===== config.mk =====
export PLATFORM = sky130hd
export DESIGN_NAME = hex_mask_signature_compiler
export DESIGN_NICKNAME = d
export VERILOG_FILES = /design/src/hw/rtl/hmsc_pkg.sv /design/src/hw/rtl/hmsc_front.sv /design/src/hw/rtl/hmsc_queue.sv /design/src/hw/rtl/hmsc_back.sv /design/src/hw/rtl/hex_mask_signature_compiler.sv
export SDC_FILE = /design/constraint.sdc
export NUM_CORES = 1
export LEC_CHECK = 0
export ABC_CLOCK_PERIOD_IN_PS = 5500
export BUFFER_PORTS_ARGS = -buffer_cell sky130_fd_sc_hd__buf_2
export CORE_UTILIZATION = 54
export DETAILED_ROUTE_END_ITERATION = 10
export PLACE_DENSITY = 0.71
export REMOVE_ABC_BUFFERS = 1
export SLEW_MARGIN = 20
export SYNTH_ARGS = -nofsm -noshare
export SYNTH_HDL_FRONTEND = slang
export SYNTH_SLANG_ARGS = --single-unit

===== constraint.sdc =====
create_clock -name clk_i -period 5.5 [get_ports clk_i]
set_input_delay 0.825 -clock clk_i [delete_from_list [all_inputs] [get_ports clk_i]]
set_output_delay 0.825 -clock clk_i [all_outputs]
set_load 0.01 [all_outputs]

===== src/hw/rtl/hmsc_pkg.sv =====
// ----------------------------------------------------------------------------
// hmsc_pkg
// Shared types and constants of the hex-mask signature compiler.
// ----------------------------------------------------------------------------
package hmsc_pkg;

  localparam int CountBits  = 16;
  localparam int QueueDepth = 4;
  localparam int QPtrBits   = $clog2(QueueDepth);
  localparam int QCntBits   = $clog2(QueueDepth + 1);
  localparam int CfgIdxBits = 3;
  localparam int CfgDataBits = 16;
  localparam int OutDataBits = 32;

  typedef enum logic [CfgIdxBits-1:0] {
    CfgEscape   = 3'd0,
    CfgWildcard = 3'd1,
    CfgAnd      = 3'd2,
    CfgOr       = 3'd3,
    CfgRange    = 3'd4,
    CfgBufSize  = 3'd5
  } cfg_idx_e;

  typedef enum logic [1:0] {
    StOk       = 2'd0,
    StSyntax   = 2'd1,
    StOverflow = 2'd2
  } status_e;

  typedef enum logic [3:0] {
    PhIdle  = 4'd0,
    PhStar  = 4'd1,
    PhWin   = 4'd2,
    PhOp    = 4'd3,
    PhMhi   = 4'd4,
    PhMlo   = 4'd5,
    PhDelim = 4'd6,
    PhVhi   = 4'd7,
    PhVlo   = 4'd8,
    PhClose = 4'd9,
    PhHexlo = 4'd10
  } phase_e;

  typedef enum logic [1:0] {
    OpAnd   = 2'd0,
    OpOr    = 2'd1,
    OpRange = 2'd2
  } cond_op_e;

  // One queued unit of work: up to four raw bytes, then an optional status.
  typedef struct packed {
    logic [2:0]      nbytes;
    logic [3:0][7:0] bytes;
    logic            has_status;
    logic            status_err;
  } entry_t;

  // Condition and wildcard codes seen by the front end.
  typedef struct packed {
    logic [7:0] escape_code;
    logic [7:0] wildcard_code;
    logic [7:0] and_code;
    logic [7:0] or_code;
    logic [7:0] range_code;
  } codes_t;

  // Returns 0..15 for a hex digit, 16 otherwise.
  function automatic logic [4:0] hex_val(input logic [7:0] c);
    logic [4:0] r;
    r = 5'd16;
    if (c >= 8'h30 && c <= 8'h39) r = 5'(c - 8'h30);
    else if (c >= 8'h41 && c <= 8'h46) r = 5'(c - 8'h41 + 8'd10);
    else if (c >= 8'h61 && c <= 8'h66) r = 5'(c - 8'h61 + 8'd10);
    return r;
  endfunction

endpackage


===== src/hw/rtl/hmsc_front.sv =====
// ----------------------------------------------------------------------------
// hmsc_front
// Token parser: takes one character per transfer and produces queue entries
// holding the raw signature bytes of each token and the closing status.
// ----------------------------------------------------------------------------
module hmsc_front (
  input  logic                clk_i,
  input  logic                rst_ni,
  input  logic                in_valid_i,
  input  logic [7:0]          ch_i,
  input  logic                last_i,
  input  hmsc_pkg::codes_t    codes_i,
  input  logic                q_full_i,
  output logic                in_ready_o,
  output logic                push_o,
  output hmsc_pkg::entry_t    entry_o
);

  localparam logic [7:0] ChSpace = 8'h20;
  localparam logic [7:0] ChTab   = 8'h09;
  localparam logic [7:0] ChStar  = 8'h2A;
  localparam logic [7:0] ChLbr   = 8'h5B;
  localparam logic [7:0] ChRbr   = 8'h5D;
  localparam logic [7:0] ChQuest = 8'h3F;
  localparam logic [7:0] ChAmp   = 8'h26;
  localparam logic [7:0] ChBar   = 8'h7C;
  localparam logic [7:0] ChRup   = 8'h52;
  localparam logic [7:0] ChRlo   = 8'h72;
  localparam logic [7:0] ChEq    = 8'h3D;
  localparam logic [7:0] ChDash  = 8'h2D;

  hmsc_pkg::phase_e   phase_q, phase_d;
  logic [3:0]         fn_q, fn_d;
  logic [7:0]         nmask_q, nmask_d;
  hmsc_pkg::cond_op_e op_q, op_d;
  logic [7:0]         cmask_q, cmask_d;
  logic [16:0]        acc_q, acc_d;
  logic               err_q, err_d;
  logic               fm_q, fm_d;

  logic               accept;
  logic [4:0]         d;
  logic [20:0]        acc_wide;
  logic [7:0]         m, v;
  logic               do_start;
  hmsc_pkg::entry_t   ent;

  assign in_ready_o = !q_full_i;
  assign accept     = in_valid_i && in_ready_o;
  assign d          = hmsc_pkg::hex_val(ch_i);
  assign acc_wide   = {acc_q, 4'b0000} + {17'b0, d[3:0]};

  always_comb begin
    phase_d  = phase_q;
    fn_d     = fn_q;
    nmask_d  = nmask_q;
    op_d     = op_q;
    cmask_d  = cmask_q;
    acc_d    = acc_q;
    err_d    = err_q;
    fm_d     = fm_q;
    do_start = 1'b0;
    m        = nmask_q;
    v        = {fn_q, d[3:0]};
    ent      = '0;

    if (!err_q) begin
      case (phase_q)
        hmsc_pkg::PhIdle: begin
          do_start = 1'b1;
        end
        hmsc_pkg::PhStar: begin
          if (ch_i == ChLbr) begin
            if (last_i) begin
              err_d = 1'b1; phase_d = hmsc_pkg::PhIdle;
            end else begin
              acc_d = '0; phase_d = hmsc_pkg::PhWin;
            end
          end else begin
            ent.nbytes = 3'd4;
            ent.bytes  = {8'h01, 8'h00, codes_i.wildcard_code, codes_i.escape_code};
            phase_d    = hmsc_pkg::PhIdle;
            do_start   = 1'b1;
          end
        end
        hmsc_pkg::PhWin: begin
          if (ch_i == ChRbr) begin
            if (acc_q == '0 || acc_q > 17'hFFFF) begin
              err_d = 1'b1; phase_d = hmsc_pkg::PhIdle;
            end else begin
              ent.nbytes = 3'd4;
              ent.bytes  = {acc_q[15:8], acc_q[7:0], codes_i.wildcard_code,
                            codes_i.escape_code};
              phase_d    = hmsc_pkg::PhIdle;
            end
          end else if (last_i || d[4]) begin
            err_d = 1'b1; phase_d = hmsc_pkg::PhIdle;
          end else if (acc_wide > 21'hFFFF) begin
            acc_d = 17'h10000;
          end else begin
            acc_d = acc_wide[16:0];
          end
        end
        hmsc_pkg::PhOp: begin
          phase_d = hmsc_pkg::PhMhi;
          if (last_i) begin
            err_d = 1'b1; phase_d = hmsc_pkg::PhIdle;
          end else if (ch_i == ChAmp) begin
            op_d = hmsc_pkg::OpAnd;
          end else if (ch_i == ChBar) begin
            op_d = hmsc_pkg::OpOr;
          end else if (ch_i == ChRup || ch_i == ChRlo) begin
            op_d = hmsc_pkg::OpRange;
          end else begin
            err_d = 1'b1; phase_d = hmsc_pkg::PhIdle;
          end
        end
        hmsc_pkg::PhMhi, hmsc_pkg::PhVhi: begin
          if (last_i || d[4]) begin
            err_d = 1'b1; phase_d = hmsc_pkg::PhIdle;
          end else begin
            fn_d    = d[3:0];
            phase_d = (phase_q == hmsc_pkg::PhMhi) ? hmsc_pkg::PhMlo : hmsc_pkg::PhVlo;
          end
        end
        hmsc_pkg::PhMlo: begin
          if (last_i || d[4]) begin
            err_d = 1'b1; phase_d = hmsc_pkg::PhIdle;
          end else begin
            cmask_d = {fn_q, d[3:0]};
            phase_d = hmsc_pkg::PhDelim;
          end
        end
        hmsc_pkg::PhDelim: begin
          if (last_i || (ch_i != ChEq && ch_i != ChDash)) begin
            err_d = 1'b1; phase_d = hmsc_pkg::PhIdle;
          end else begin
            phase_d = hmsc_pkg::PhVhi;
          end
        end
        hmsc_pkg::PhVlo: begin
          m = cmask_q;
          if (last_i || d[4]) begin
            err_d = 1'b1; phase_d = hmsc_pkg::PhIdle;
          end else begin
            case (op_q)
              hmsc_pkg::OpAnd: begin
                if ((v & ~m) != 8'h00) begin
                  err_d = 1'b1; phase_d = hmsc_pkg::PhIdle;
                end else begin
                  ent.nbytes = 3'd4;
                  ent.bytes  = {v, m, codes_i.and_code, codes_i.escape_code};
                  phase_d    = hmsc_pkg::PhClose;
                end
              end
              hmsc_pkg::OpOr: begin
                if ((v & m) != m) begin
                  err_d = 1'b1; phase_d = hmsc_pkg::PhIdle;
                end else begin
                  ent.nbytes = 3'd4;
                  ent.bytes  = {v, m, codes_i.or_code, codes_i.escape_code};
                  phase_d    = hmsc_pkg::PhClose;
                end
              end
              default: begin
                if (m >= v) begin
                  err_d = 1'b1; phase_d = hmsc_pkg::PhIdle;
                end else begin
                  ent.nbytes = 3'd4;
                  ent.bytes  = {v, m, codes_i.range_code, codes_i.escape_code};
                  phase_d    = hmsc_pkg::PhClose;
                end
              end
            endcase
          end
        end
        hmsc_pkg::PhClose: begin
          phase_d = hmsc_pkg::PhIdle;
          if (ch_i != ChRbr) err_d = 1'b1;
        end
        hmsc_pkg::PhHexlo: begin
          if (ch_i == ChQuest) begin
            m = nmask_q & 8'hF0;
            v = {fn_q, 4'h0};
          end
          if (ch_i != ChQuest && d[4]) begin
            err_d = 1'b1; phase_d = hmsc_pkg::PhIdle;
          end else begin
            if (m != 8'hFF) begin
              ent.nbytes = 3'd4;
              ent.bytes  = {v, m, codes_i.and_code, codes_i.escape_code};
            end else begin
              ent.nbytes = (v == codes_i.escape_code) ? 3'd2 : 3'd1;
              ent.bytes  = {8'h00, 8'h00, v, v};
            end
            fm_d    = (m == 8'h00);
            phase_d = hmsc_pkg::PhIdle;
          end
        end
        default: begin
          phase_d = hmsc_pkg::PhIdle;
        end
      endcase

      if (do_start && !last_i && ch_i != ChSpace && ch_i != ChTab) begin
        fm_d = 1'b0;
        if (ch_i == ChStar) begin
          phase_d = hmsc_pkg::PhStar;
        end else if (ch_i == ChLbr) begin
          phase_d = hmsc_pkg::PhOp;
        end else if (ch_i == ChQuest) begin
          nmask_d = 8'h0F; fn_d = 4'h0; phase_d = hmsc_pkg::PhHexlo;
        end else if (d[4]) begin
          err_d = 1'b1; phase_d = hmsc_pkg::PhIdle;
        end else begin
          nmask_d = 8'hFF; fn_d = d[3:0]; phase_d = hmsc_pkg::PhHexlo;
        end
      end
    end

    if (last_i) begin
      ent.has_status = 1'b1;
      ent.status_err = err_d || fm_d;
      phase_d = hmsc_pkg::PhIdle;
      fn_d    = '0;
      nmask_d = 8'hFF;
      op_d    = hmsc_pkg::OpAnd;
      cmask_d = '0;
      acc_d   = '0;
      err_d   = 1'b0;
      fm_d    = 1'b0;
    end
  end

  assign push_o  = accept && (ent.nbytes != 3'd0 || ent.has_status);
  assign entry_o = ent;

  always_ff @(posedge clk_i or negedge rst_ni) begin
    if (!rst_ni) begin
      phase_q <= hmsc_pkg::PhIdle;
      fn_q    <= '0;
      nmask_q <= 8'hFF;
      op_q    <= hmsc_pkg::OpAnd;
      cmask_q <= '0;
      acc_q   <= '0;
      err_q   <= 1'b0;
      fm_q    <= 1'b0;
    end else if (accept) begin
      phase_q <= phase_d;
      fn_q    <= fn_d;
      nmask_q <= nmask_d;
      op_q    <= op_d;
      cmask_q <= cmask_d;
      acc_q   <= acc_d;
      err_q   <= err_d;
      fm_q    <= fm_d;
    end
  end

`ifndef SYNTH
  a_err_idle: assert property (@(posedge clk_i) disable iff (!rst_ni)
    err_q |-> phase_q == hmsc_pkg::PhIdle) else $error("error with token open");
  a_acc_sat: assert property (@(posedge clk_i) disable iff (!rst_ni)
    acc_q <= 17'h10000) else $error("window accumulator beyond saturation");
  a_last_clears: assert property (@(posedge clk_i) disable iff (!rst_ni)
    (accept && last_i) |=> (phase_q == hmsc_pkg::PhIdle && !err_q && !fm_q))
    else $error("mask state not cleared after last character");
`endif

endmodule


===== src/hw/rtl/hmsc_queue.sv =====
// ----------------------------------------------------------------------------
// hmsc_queue
// Small FIFO of token entries between the parser and the byte emitter.
// ----------------------------------------------------------------------------
module hmsc_queue (
  input  logic              clk_i,
  input  logic              rst_ni,
  input  logic              push_i,
  input  hmsc_pkg::entry_t  entry_i,
  input  logic              pop_i,
  output logic              full_o,
  output logic              head_valid_o,
  output hmsc_pkg::entry_t  head_o
);

  hmsc_pkg::entry_t                mem_q [hmsc_pkg::QueueDepth];
  logic [hmsc_pkg::QPtrBits-1:0]   wr_q, rd_q;
  logic [hmsc_pkg::QCntBits-1:0]   cnt_q;

  assign full_o       = cnt_q == hmsc_pkg::QCntBits'(hmsc_pkg::QueueDepth);
  assign head_valid_o = cnt_q != '0;
  assign head_o       = mem_q[rd_q];

  always_ff @(posedge clk_i) begin
    if (push_i) mem_q[wr_q] <= entry_i;
  end

  always_ff @(posedge clk_i or negedge rst_ni) begin
    if (!rst_ni) begin
      wr_q  <= '0;
      rd_q  <= '0;
      cnt_q <= '0;
    end else begin
      if (push_i) wr_q <= wr_q + 1'b1;
      if (pop_i)  rd_q <= rd_q + 1'b1;
      if (push_i && !pop_i)      cnt_q <= cnt_q + 1'b1;
      else if (pop_i && !push_i) cnt_q <= cnt_q - 1'b1;
    end
  end

`ifndef SYNTH
  a_no_overrun: assert property (@(posedge clk_i) disable iff (!rst_ni)
    push_i |-> !full_o) else $error("push into full queue");
  a_no_underrun: assert property (@(posedge clk_i) disable iff (!rst_ni)
    pop_i |-> head_valid_o) else $error("pop from empty queue");
  a_cnt_range: assert property (@(posedge clk_i) disable iff (!rst_ni)
    cnt_q <= hmsc_pkg::QCntBits'(hmsc_pkg::QueueDepth)) else $error("queue count out of range");
`endif

endmodule


===== src/hw/rtl/hmsc_back.sv =====
// ----------------------------------------------------------------------------
// hmsc_back
// Byte emitter: walks the bytes of each queued entry, applies the buffer
// capacity, counts the signature length and issues the status item.
// ----------------------------------------------------------------------------
module hmsc_back (
  input  logic                               clk_i,
  input  logic                               rst_ni,
  input  logic                               head_valid_i,
  input  hmsc_pkg::entry_t                   head_i,
  input  logic [15:0]                        buffer_size_i,
  output logic                               pop_o,
  output logic                               m_axis_tvalid,
  input  logic                               m_axis_tready,
  output logic [hmsc_pkg::OutDataBits-1:0]   m_axis_tdata,
  output logic                               m_axis_tuser,
  output logic                               m_axis_tlast
);

  localparam int ExtW = 33;
  localparam logic [hmsc_pkg::CountBits-1:0] CntMax = '1;

  logic [hmsc_pkg::CountBits-1:0] cnt_q, cnt_d;
  logic                           ovf_q, ovf_d;
  logic [2:0]                     idx_q, idx_d;
  logic                           vld_q, vld_d;
  logic                           user_q, user_d;
  logic [7:0]                     byte_q, byte_d;
  hmsc_pkg::status_e              st_q, st_d;
  logic [15:0]                    len_q, len_d;

  logic                           advance, at_status, room;
  logic [ExtW-1:0]                cnt_ext;
  logic [15:0]                    len_sat;

  assign advance   = head_valid_i && (!vld_q || m_axis_tready);
  assign at_status = idx_q == head_i.nbytes;
  assign cnt_ext   = ExtW'(cnt_q);
  assign room      = (cnt_ext < ExtW'(buffer_size_i)) && (cnt_q != CntMax);
  assign len_sat   = (cnt_ext > ExtW'(16'hFFFF)) ? 16'hFFFF : 16'(cnt_ext);

  always_comb begin
    cnt_d  = cnt_q;
    ovf_d  = ovf_q;
    idx_d  = idx_q;
    vld_d  = vld_q && !m_axis_tready;
    user_d = user_q;
    byte_d = byte_q;
    st_d   = st_q;
    len_d  = len_q;
    pop_o  = 1'b0;
    if (advance) begin
      if (!at_status) begin
        if (room) begin
          vld_d  = 1'b1;
          user_d = 1'b0;
          byte_d = head_i.bytes[idx_q[1:0]];
          st_d   = hmsc_pkg::StOk;
          len_d  = '0;
        end else begin
          ovf_d = 1'b1;
        end
        if (cnt_q != CntMax) cnt_d = cnt_q + 1'b1;
        if (idx_q + 3'd1 == head_i.nbytes && !head_i.has_status) begin
          pop_o = 1'b1;
          idx_d = '0;
        end else begin
          idx_d = idx_q + 3'd1;
        end
      end else begin
        vld_d  = 1'b1;
        user_d = 1'b1;
        byte_d = '0;
        len_d  = len_sat;
        if (head_i.status_err) st_d = hmsc_pkg::StSyntax;
        else if (ovf_q)        st_d = hmsc_pkg::StOverflow;
        else                   st_d = hmsc_pkg::StOk;
        cnt_d  = '0;
        ovf_d  = 1'b0;
        idx_d  = '0;
        pop_o  = 1'b1;
      end
    end
  end

  always_ff @(posedge clk_i or negedge rst_ni) begin
    if (!rst_ni) begin
      cnt_q <= '0;
      ovf_q <= 1'b0;
      idx_q <= '0;
      vld_q <= 1'b0;
    end else begin
      cnt_q <= cnt_d;
      ovf_q <= ovf_d;
      idx_q <= idx_d;
      vld_q <= vld_d;
    end
  end

  always_ff @(posedge clk_i) begin
    user_q <= user_d;
    byte_q <= byte_d;
    st_q   <= st_d;
    len_q  <= len_d;
  end

  assign m_axis_tvalid = vld_q;
  assign m_axis_tuser  = user_q;
  assign m_axis_tlast  = user_q;
  assign m_axis_tdata  = {6'b0, len_q, st_q, byte_q};

`ifndef SYNTH
  a_idx_idle: assert property (@(posedge clk_i) disable iff (!rst_ni)
    !head_valid_i |-> idx_q == '0) else $error("byte index left over with empty queue");
  a_idx_range: assert property (@(posedge clk_i) disable iff (!rst_ni)
    head_valid_i |-> idx_q <= head_i.nbytes) else $error("byte index past entry");
  a_status_clears: assert property (@(posedge clk_i) disable iff (!rst_ni)
    (advance && at_status) |=> (cnt_q == '0 && !ovf_q && m_axis_tvalid && m_axis_tuser))
    else $error("status transfer did not close the mask");
`endif

endmodule


===== src/hw/rtl/hex_mask_signature_compiler.sv =====
// ----------------------------------------------------------------------------
// hex_mask_signature_compiler
// Compiles hex-mask text, one character per transfer, into escaped
// signature bytes followed by a status item.
//
// Input stream: s_axis_tdata[7:0] is the character, s_axis_tlast marks the
// last character of a mask. Output stream: m_axis_tuser is 0 on a byte item
// and 1 on the status item; m_axis_tlast is set on the status item.
// Configuration: cfg_we_i writes register cfg_addr_i (0 escape, 1 wildcard,
// 2 and, 3 or, 4 range code, 5 buffer size). The user must write only while
// the block is idle; the block itself does not enforce it. With the queue
// empty, an accepted token is written to the queue, then to the output register.
// Throughput: the parser takes one character per cycle; the emitter sends
// one byte per cycle while the receiver is ready, and a four-entry queue
// between them absorbs the bursts. The parser stalls only when that queue
// is full.
// Reset returns the registers to their defaults and empties the queue and
// output register. When the receiver stalls, the output register holds its
// item, the queue fills, then s_axis_tready drops.
// ----------------------------------------------------------------------------
module hex_mask_signature_compiler (
  input  logic                                 clk_i,
  input  logic                                 rst_ni,
  input  logic                                 cfg_we_i,
  input  logic [hmsc_pkg::CfgIdxBits-1:0]      cfg_addr_i,
  input  logic [hmsc_pkg::CfgDataBits-1:0]     cfg_wdata_i,
  input  logic                                 s_axis_tvalid,
  output logic                                 s_axis_tready,
  input  logic [7:0]                           s_axis_tdata,  // [7:0] ch
  input  logic                                 s_axis_tlast,
  output logic                                 m_axis_tvalid,
  input  logic                                 m_axis_tready,
  // [7:0] sig_byte, [9:8] status, [25:10] total_len, [31:26] zero
  output logic [hmsc_pkg::OutDataBits-1:0]     m_axis_tdata,
  output logic                                 m_axis_tuser,  // [0] is_status
  output logic                                 m_axis_tlast
);

  hmsc_pkg::codes_t  codes_q;
  logic [15:0]       bufsz_q;
  logic              q_full, push, pop, head_valid;
  hmsc_pkg::entry_t  push_entry, head;

  always_ff @(posedge clk_i or negedge rst_ni) begin
    if (!rst_ni) begin
      codes_q.escape_code   <= 8'd0;
      codes_q.wildcard_code <= 8'd1;
      codes_q.and_code      <= 8'd2;
      codes_q.or_code       <= 8'd3;
      codes_q.range_code    <= 8'd4;
      bufsz_q               <= 16'hFFFF;
    end else if (cfg_we_i) begin
      case (cfg_addr_i)
        hmsc_pkg::CfgEscape:   codes_q.escape_code   <= cfg_wdata_i[7:0];
        hmsc_pkg::CfgWildcard: codes_q.wildcard_code <= cfg_wdata_i[7:0];
        hmsc_pkg::CfgAnd:      codes_q.and_code      <= cfg_wdata_i[7:0];
        hmsc_pkg::CfgOr:       codes_q.or_code       <= cfg_wdata_i[7:0];
        hmsc_pkg::CfgRange:    codes_q.range_code    <= cfg_wdata_i[7:0];
        hmsc_pkg::CfgBufSize:  bufsz_q               <= cfg_wdata_i;
        default: ;
      endcase
    end
  end

  hmsc_front u_front (
    .clk_i      (clk_i),
    .rst_ni     (rst_ni),
    .in_valid_i (s_axis_tvalid),
    .ch_i       (s_axis_tdata),
    .last_i     (s_axis_tlast),
    .codes_i    (codes_q),
    .q_full_i   (q_full),
    .in_ready_o (s_axis_tready),
    .push_o     (push),
    .entry_o    (push_entry)
  );

  hmsc_queue u_queue (
    .clk_i        (clk_i),
    .rst_ni       (rst_ni),
    .push_i       (push),
    .entry_i      (push_entry),
    .pop_i        (pop),
    .full_o       (q_full),
    .head_valid_o (head_valid),
    .head_o       (head)
  );

  hmsc_back u_back (
    .clk_i         (clk_i),
    .rst_ni        (rst_ni),
    .head_valid_i  (head_valid),
    .head_i        (head),
    .buffer_size_i (bufsz_q),
    .pop_o         (pop),
    .m_axis_tvalid (m_axis_tvalid),
    .m_axis_tready (m_axis_tready),
    .m_axis_tdata  (m_axis_tdata),
    .m_axis_tuser  (m_axis_tuser),
    .m_axis_tlast  (m_axis_tlast)
  );

endmodule


==> impl_metrics.csv <==
group,metric,value,unit
outcome,run_status,"complete, but fails checks",
outcome,violations,"design-rule violations",
final_layout,final_cell_mix,"edfxtp_1, dfrtp_1, nand2_1, buf_2, mux2_2",
clocking,cts.reportedPaths.clkPinSlew,60,ps
final_layout,fill_cells,2061,
worst_hold_path,min_path_type,"primary input to asynchronous set/reset pin",
logic_synthesis,ys_ff_latch,297,
worst_setup_path,cp_cell_sequence,"buf_2 -> or4b_1 -> nor3_1 -> nand2_1 -> o21ai_2 -> ha_1 -> a21o_1 -> a31oi_1 -> o21ai_0 -> a2111oi_4 -> o31ai_4 -> a31oi_4 -> ha_1 -> inv_1 -> fa_1 -> xor2_1 -> nor2_1 -> xor2_1",
routing,wirelength,32580,µm
sta,fin_setup_tns,0,ps
logic_synthesis,synth_area,0.01443,mm²
sta,hold_viol,0,
clocking,clock_sinks,297,
routing,avgRoutedWirePerCell,21.59,µm
sta,min_period,4704,ps
sta,slew_headroom,29.05,%
worst_setup_path,slowest_delay,580,ps
logic_synthesis,ys_warn_count,0,
die,dieHeight,165.5,µm
clocking,clk_latency,570,ps
sta,slew_violations,0,
sta,tightest_slew,1060,ps
clocking,cts_setup_buffers,0,
final_layout,multi_input_area,0.005672,mm²
clocking,cts_hold_buf,0,
global_routing,grt_remaining_overflow,0,
place,gp_congestion,0.8939,
routing,via_count,9248,
sta,min_period_over_period,85.53,%
die,core,0.02613,mm²
final_layout,syn2layout_area_growth,11.42,%
routing,avgViaCountPerCell,6.129,
die,die-area,0.02739,mm²
final_layout,n_antenna_cell,0,
routing,ant_nets,0,
logic_synthesis,seq_area_frac_synth,57.75,%
final_layout,fin_nets,1230,
worst_setup_path,start_kind,"primary input",
routing,drc_errors,9,
routing,dr.pass1.iters,8,
pwr,p_total,6.965,mW
pwr,pwr_density_cell,433.1,mW/mm²
place,place_hpwl,22340,µm
clocking,cts_resized,0,
worst_setup_path,r2r-end,"u_queue.cnt_q[2]$_DFFE_PN0P_",
global_routing,grt_max_degree,68,
clocking,clockBufferDepth,3,
die,rows,59,
final_layout,final_common_cell,"edfxtp_1",
worst_setup_path,critical_path_required,6000,ps
worst_setup_path,cpMaxStageDelayCell,"or4b_1",
pwr,p_leak,6.131,nW
global_routing,grt_pass1_vias,9111,
routing,drtIter0Drc,864,
job,drv_cap,0,
die,ios,69,
die,start_util,55.23,%
final_layout,layout-drive-gt1-share,24.62,%
clocking,ctsHtreeMaxLevel,1,
sta,max_freq,212.6,MHz
worst_setup_path,cp_max_fo,10,
clocking,cts-buffers-inserted,31,
final_layout,regArea,0.008337,mm²
global_routing,antenna_found_initial,0,
clocking,root_buffer,"clkbuf_16",
sta,setup_viol,0,
logic_synthesis,synth_edf_count,175,
worst_setup_path,reg2reg_depth,13,
logic_synthesis,syn_area_per_cell,13.25,µm²
logic_synthesis,synth_cell_type_count,82,
pwr,ir_worst_vdd,0.2799,mV
global_routing,grt_pass1_wl,51620,µm
worst_setup_path,cp.arrival,5200,ps
clocking,cts_tree,"done",
sta,clock_skew,14.88,ps
global_routing,grt_usage,25.01,%
logic_synthesis,synth_flop_cell,"edfxtp_1",
worst_setup_path,cp-end-kind,"register",
die,die_x,165.5,µm
logic_synthesis,synthArstFlopShare,41.08,%
worst_setup_path,reg2reg_slack,1810,ps
worst_setup_path,r2r-start,"u_front.fn_q[2]$_DFFE_PN0P_",
sta,rsz0062_at_grt,"false",
worst_setup_path,path_class,"primary input to register",
logic_synthesis,netlist_instances,1089,
place,portBuffers,62,
worst_setup_path,critPathTopFamily,"compound AO/OA/AOI/OAI gates",
worst_setup_path,critical_path_buf_inv_count,2,
==> final cells by class <==
type | count | share of cell area (%)
repair buffers | 80 | 3.096
multi-input cells | 688 | 35.27
inverters | 51 | 1.190
clock buffers | 40 | 5.306
clock inverters | 18 | 0.7002
flip-flops and latches | 297 | 51.84
well taps | 335 | 2.606
==> power breakdown <==
| part | switching [mW] | internal [mW] |
|---|---|---|
| registers | 0.292 | 2.83 |
| clock network | 0.862 | 1.10 |
| logic | 0.997 | 0.881 |
==> sequential cells by signal, summed over array words and instances, names as in the netlist <==
register	flops
u_back.len_q	16
u_back.st_q	2
u_front.nmask_q	1
codes_q	40
u_back.ovf_q	1
u_queue.cnt_q	3
u_front.err_q	1
u_queue.mem_q	148
u_front.fm_q	1
u_front.cmask_q	8
u_back.idx_q	3
u_front.fn_q	4
u_queue.rd_q	2
bufsz_q	16
u_back.cnt_q	16
u_front.acc_q	17
u_back.m_axis_tlast	1
u_front.phase_q	4
u_back.byte_q	8
u_back.m_axis_tvalid	1
u_front.op_q	2
u_queue.wr_q	2
==> metal layers <==
| layer | GRT usage, % | part of all wire [%] | vias to the layer above |
|---|---|---|---|
| met5 | 0 | 0 | - |
| li1 | - | - | 4198 |
| met3 | 3.521 | 5.3 | 59 |
| met4 | 6.570 | 2.2 | 0 |
| met2 | 41.63 | 49 | 305 |
| met1 | 34.60 | 43 | 4686 |
==> worst reg2reg max path: cells and delay by family (launching register included) <==
family,cells,cell delay [ps]
buf+inv,1,60
flops,1,580
simple gates,2,300
compound gates,5,1400
fa+ha+maj,3,960
xor+xnor,2,330
==> how the worst max path moves through the flow <==
stage	startpoint	cells past startpoint	endpoint	slack, ps
5_1_grt	s_axis_tdata[4]	18	u_queue.cnt_q[2]$_DFFE_PN0P_	510
2_1_floorplan	s_axis_tdata[7]	12	u_queue.mem_q[0][0]$_DFFE_PP_	300
3_5_place_dp	s_axis_tdata[4]	18	u_queue.cnt_q[2]$_DFFE_PN0P_	220
6_report	s_axis_tdata[4]	18	u_queue.cnt_q[2]$_DFFE_PN0P_	800
3_3_place_gp	s_axis_tdata[4]	18	u_queue.cnt_q[2]$_DFFE_PN0P_	360
4_1_cts	s_axis_tdata[4]	18	u_queue.cnt_q[2]$_DFFE_PN0P_	820
==> logic make-up after synthesis <==
group	after synthesis	share of synthesized area, %
AO/OA/AOI/OAI	191	9.665
XOR/XNOR	31	1.976
multiplexers	113	12.27
flip-flops	297	57.75
other	1	0.02598
adder cells (fa/ha/maj)	48	4.213
buffers and inverters	109	3.181
AND/OR/NAND/NOR	299	10.91
==> synth_stat cells (4+ instances only) <==
library cell / instances / area [µm²]
a21o_1: 9 / 67.56
nand3_1: 18 / 90.09
and3_1: 5 / 31.28
and4_1: 4 / 35.03
nor4_1: 10 / 62.56
buf_4: 8 / 60.06
o21ai_0: 34 / 170.2
dfrtp_1: 100 / 2502
nor2b_1: 9 / 56.30
a32o_1: 4 / 40.04
xor2_1: 14 / 122.6
dfstp_2: 22 / 578.1
ha_1: 47 / 588.1
a22o_1: 22 / 192.7
nand4_1: 12 / 75.07
mux2_2: 58 / 653.1
a21oi_1: 37 / 185.2
buf_2: 10 / 50.05
edfxtp_1: 175 / 5255
nor2_1: 56 / 210.2
o31ai_1: 11 / 82.58
mux2i_1: 9 / 90.09
a22oi_1: 20 / 150.1
mux4_2: 45 / 1013
xnor2_1: 16 / 140.1
clkbuf_1: 37 / 138.9
and2_1: 30 / 187.7
inv_1: 50 / 187.7
nand2b_1: 9 / 56.30
nor3_1: 21 / 105.1
nand2_1: 94 / 352.8
a31oi_1: 14 / 87.58
==> through the flow <==
| stage | utilization (%) | setup WS, ps | instance area, µm² | hold slack (ps) | instances |
|---|---|---|---|---|---|
| 2_1_floorplan | - | 295.7 | 14180 | 473.0 | 1036 |
| 3_3_place_gp | 57.83 | 355.2 | 15110 | 486.6 | 1451 |
| 3_5_place_dp | 57.83 | 223.9 | 15110 | 495.4 | 1451 |
| 4_1_cts | 61.52 | 821.8 | 16080 | 386.6 | 1509 |
| 5_1_grt | 61.54 | 506.3 | 16080 | 430.9 | 1509 |
| 6_report | 61.54 | 795.7 | 16080 | 356.2 | 1509 |
(Power assumes the default switching activity.)
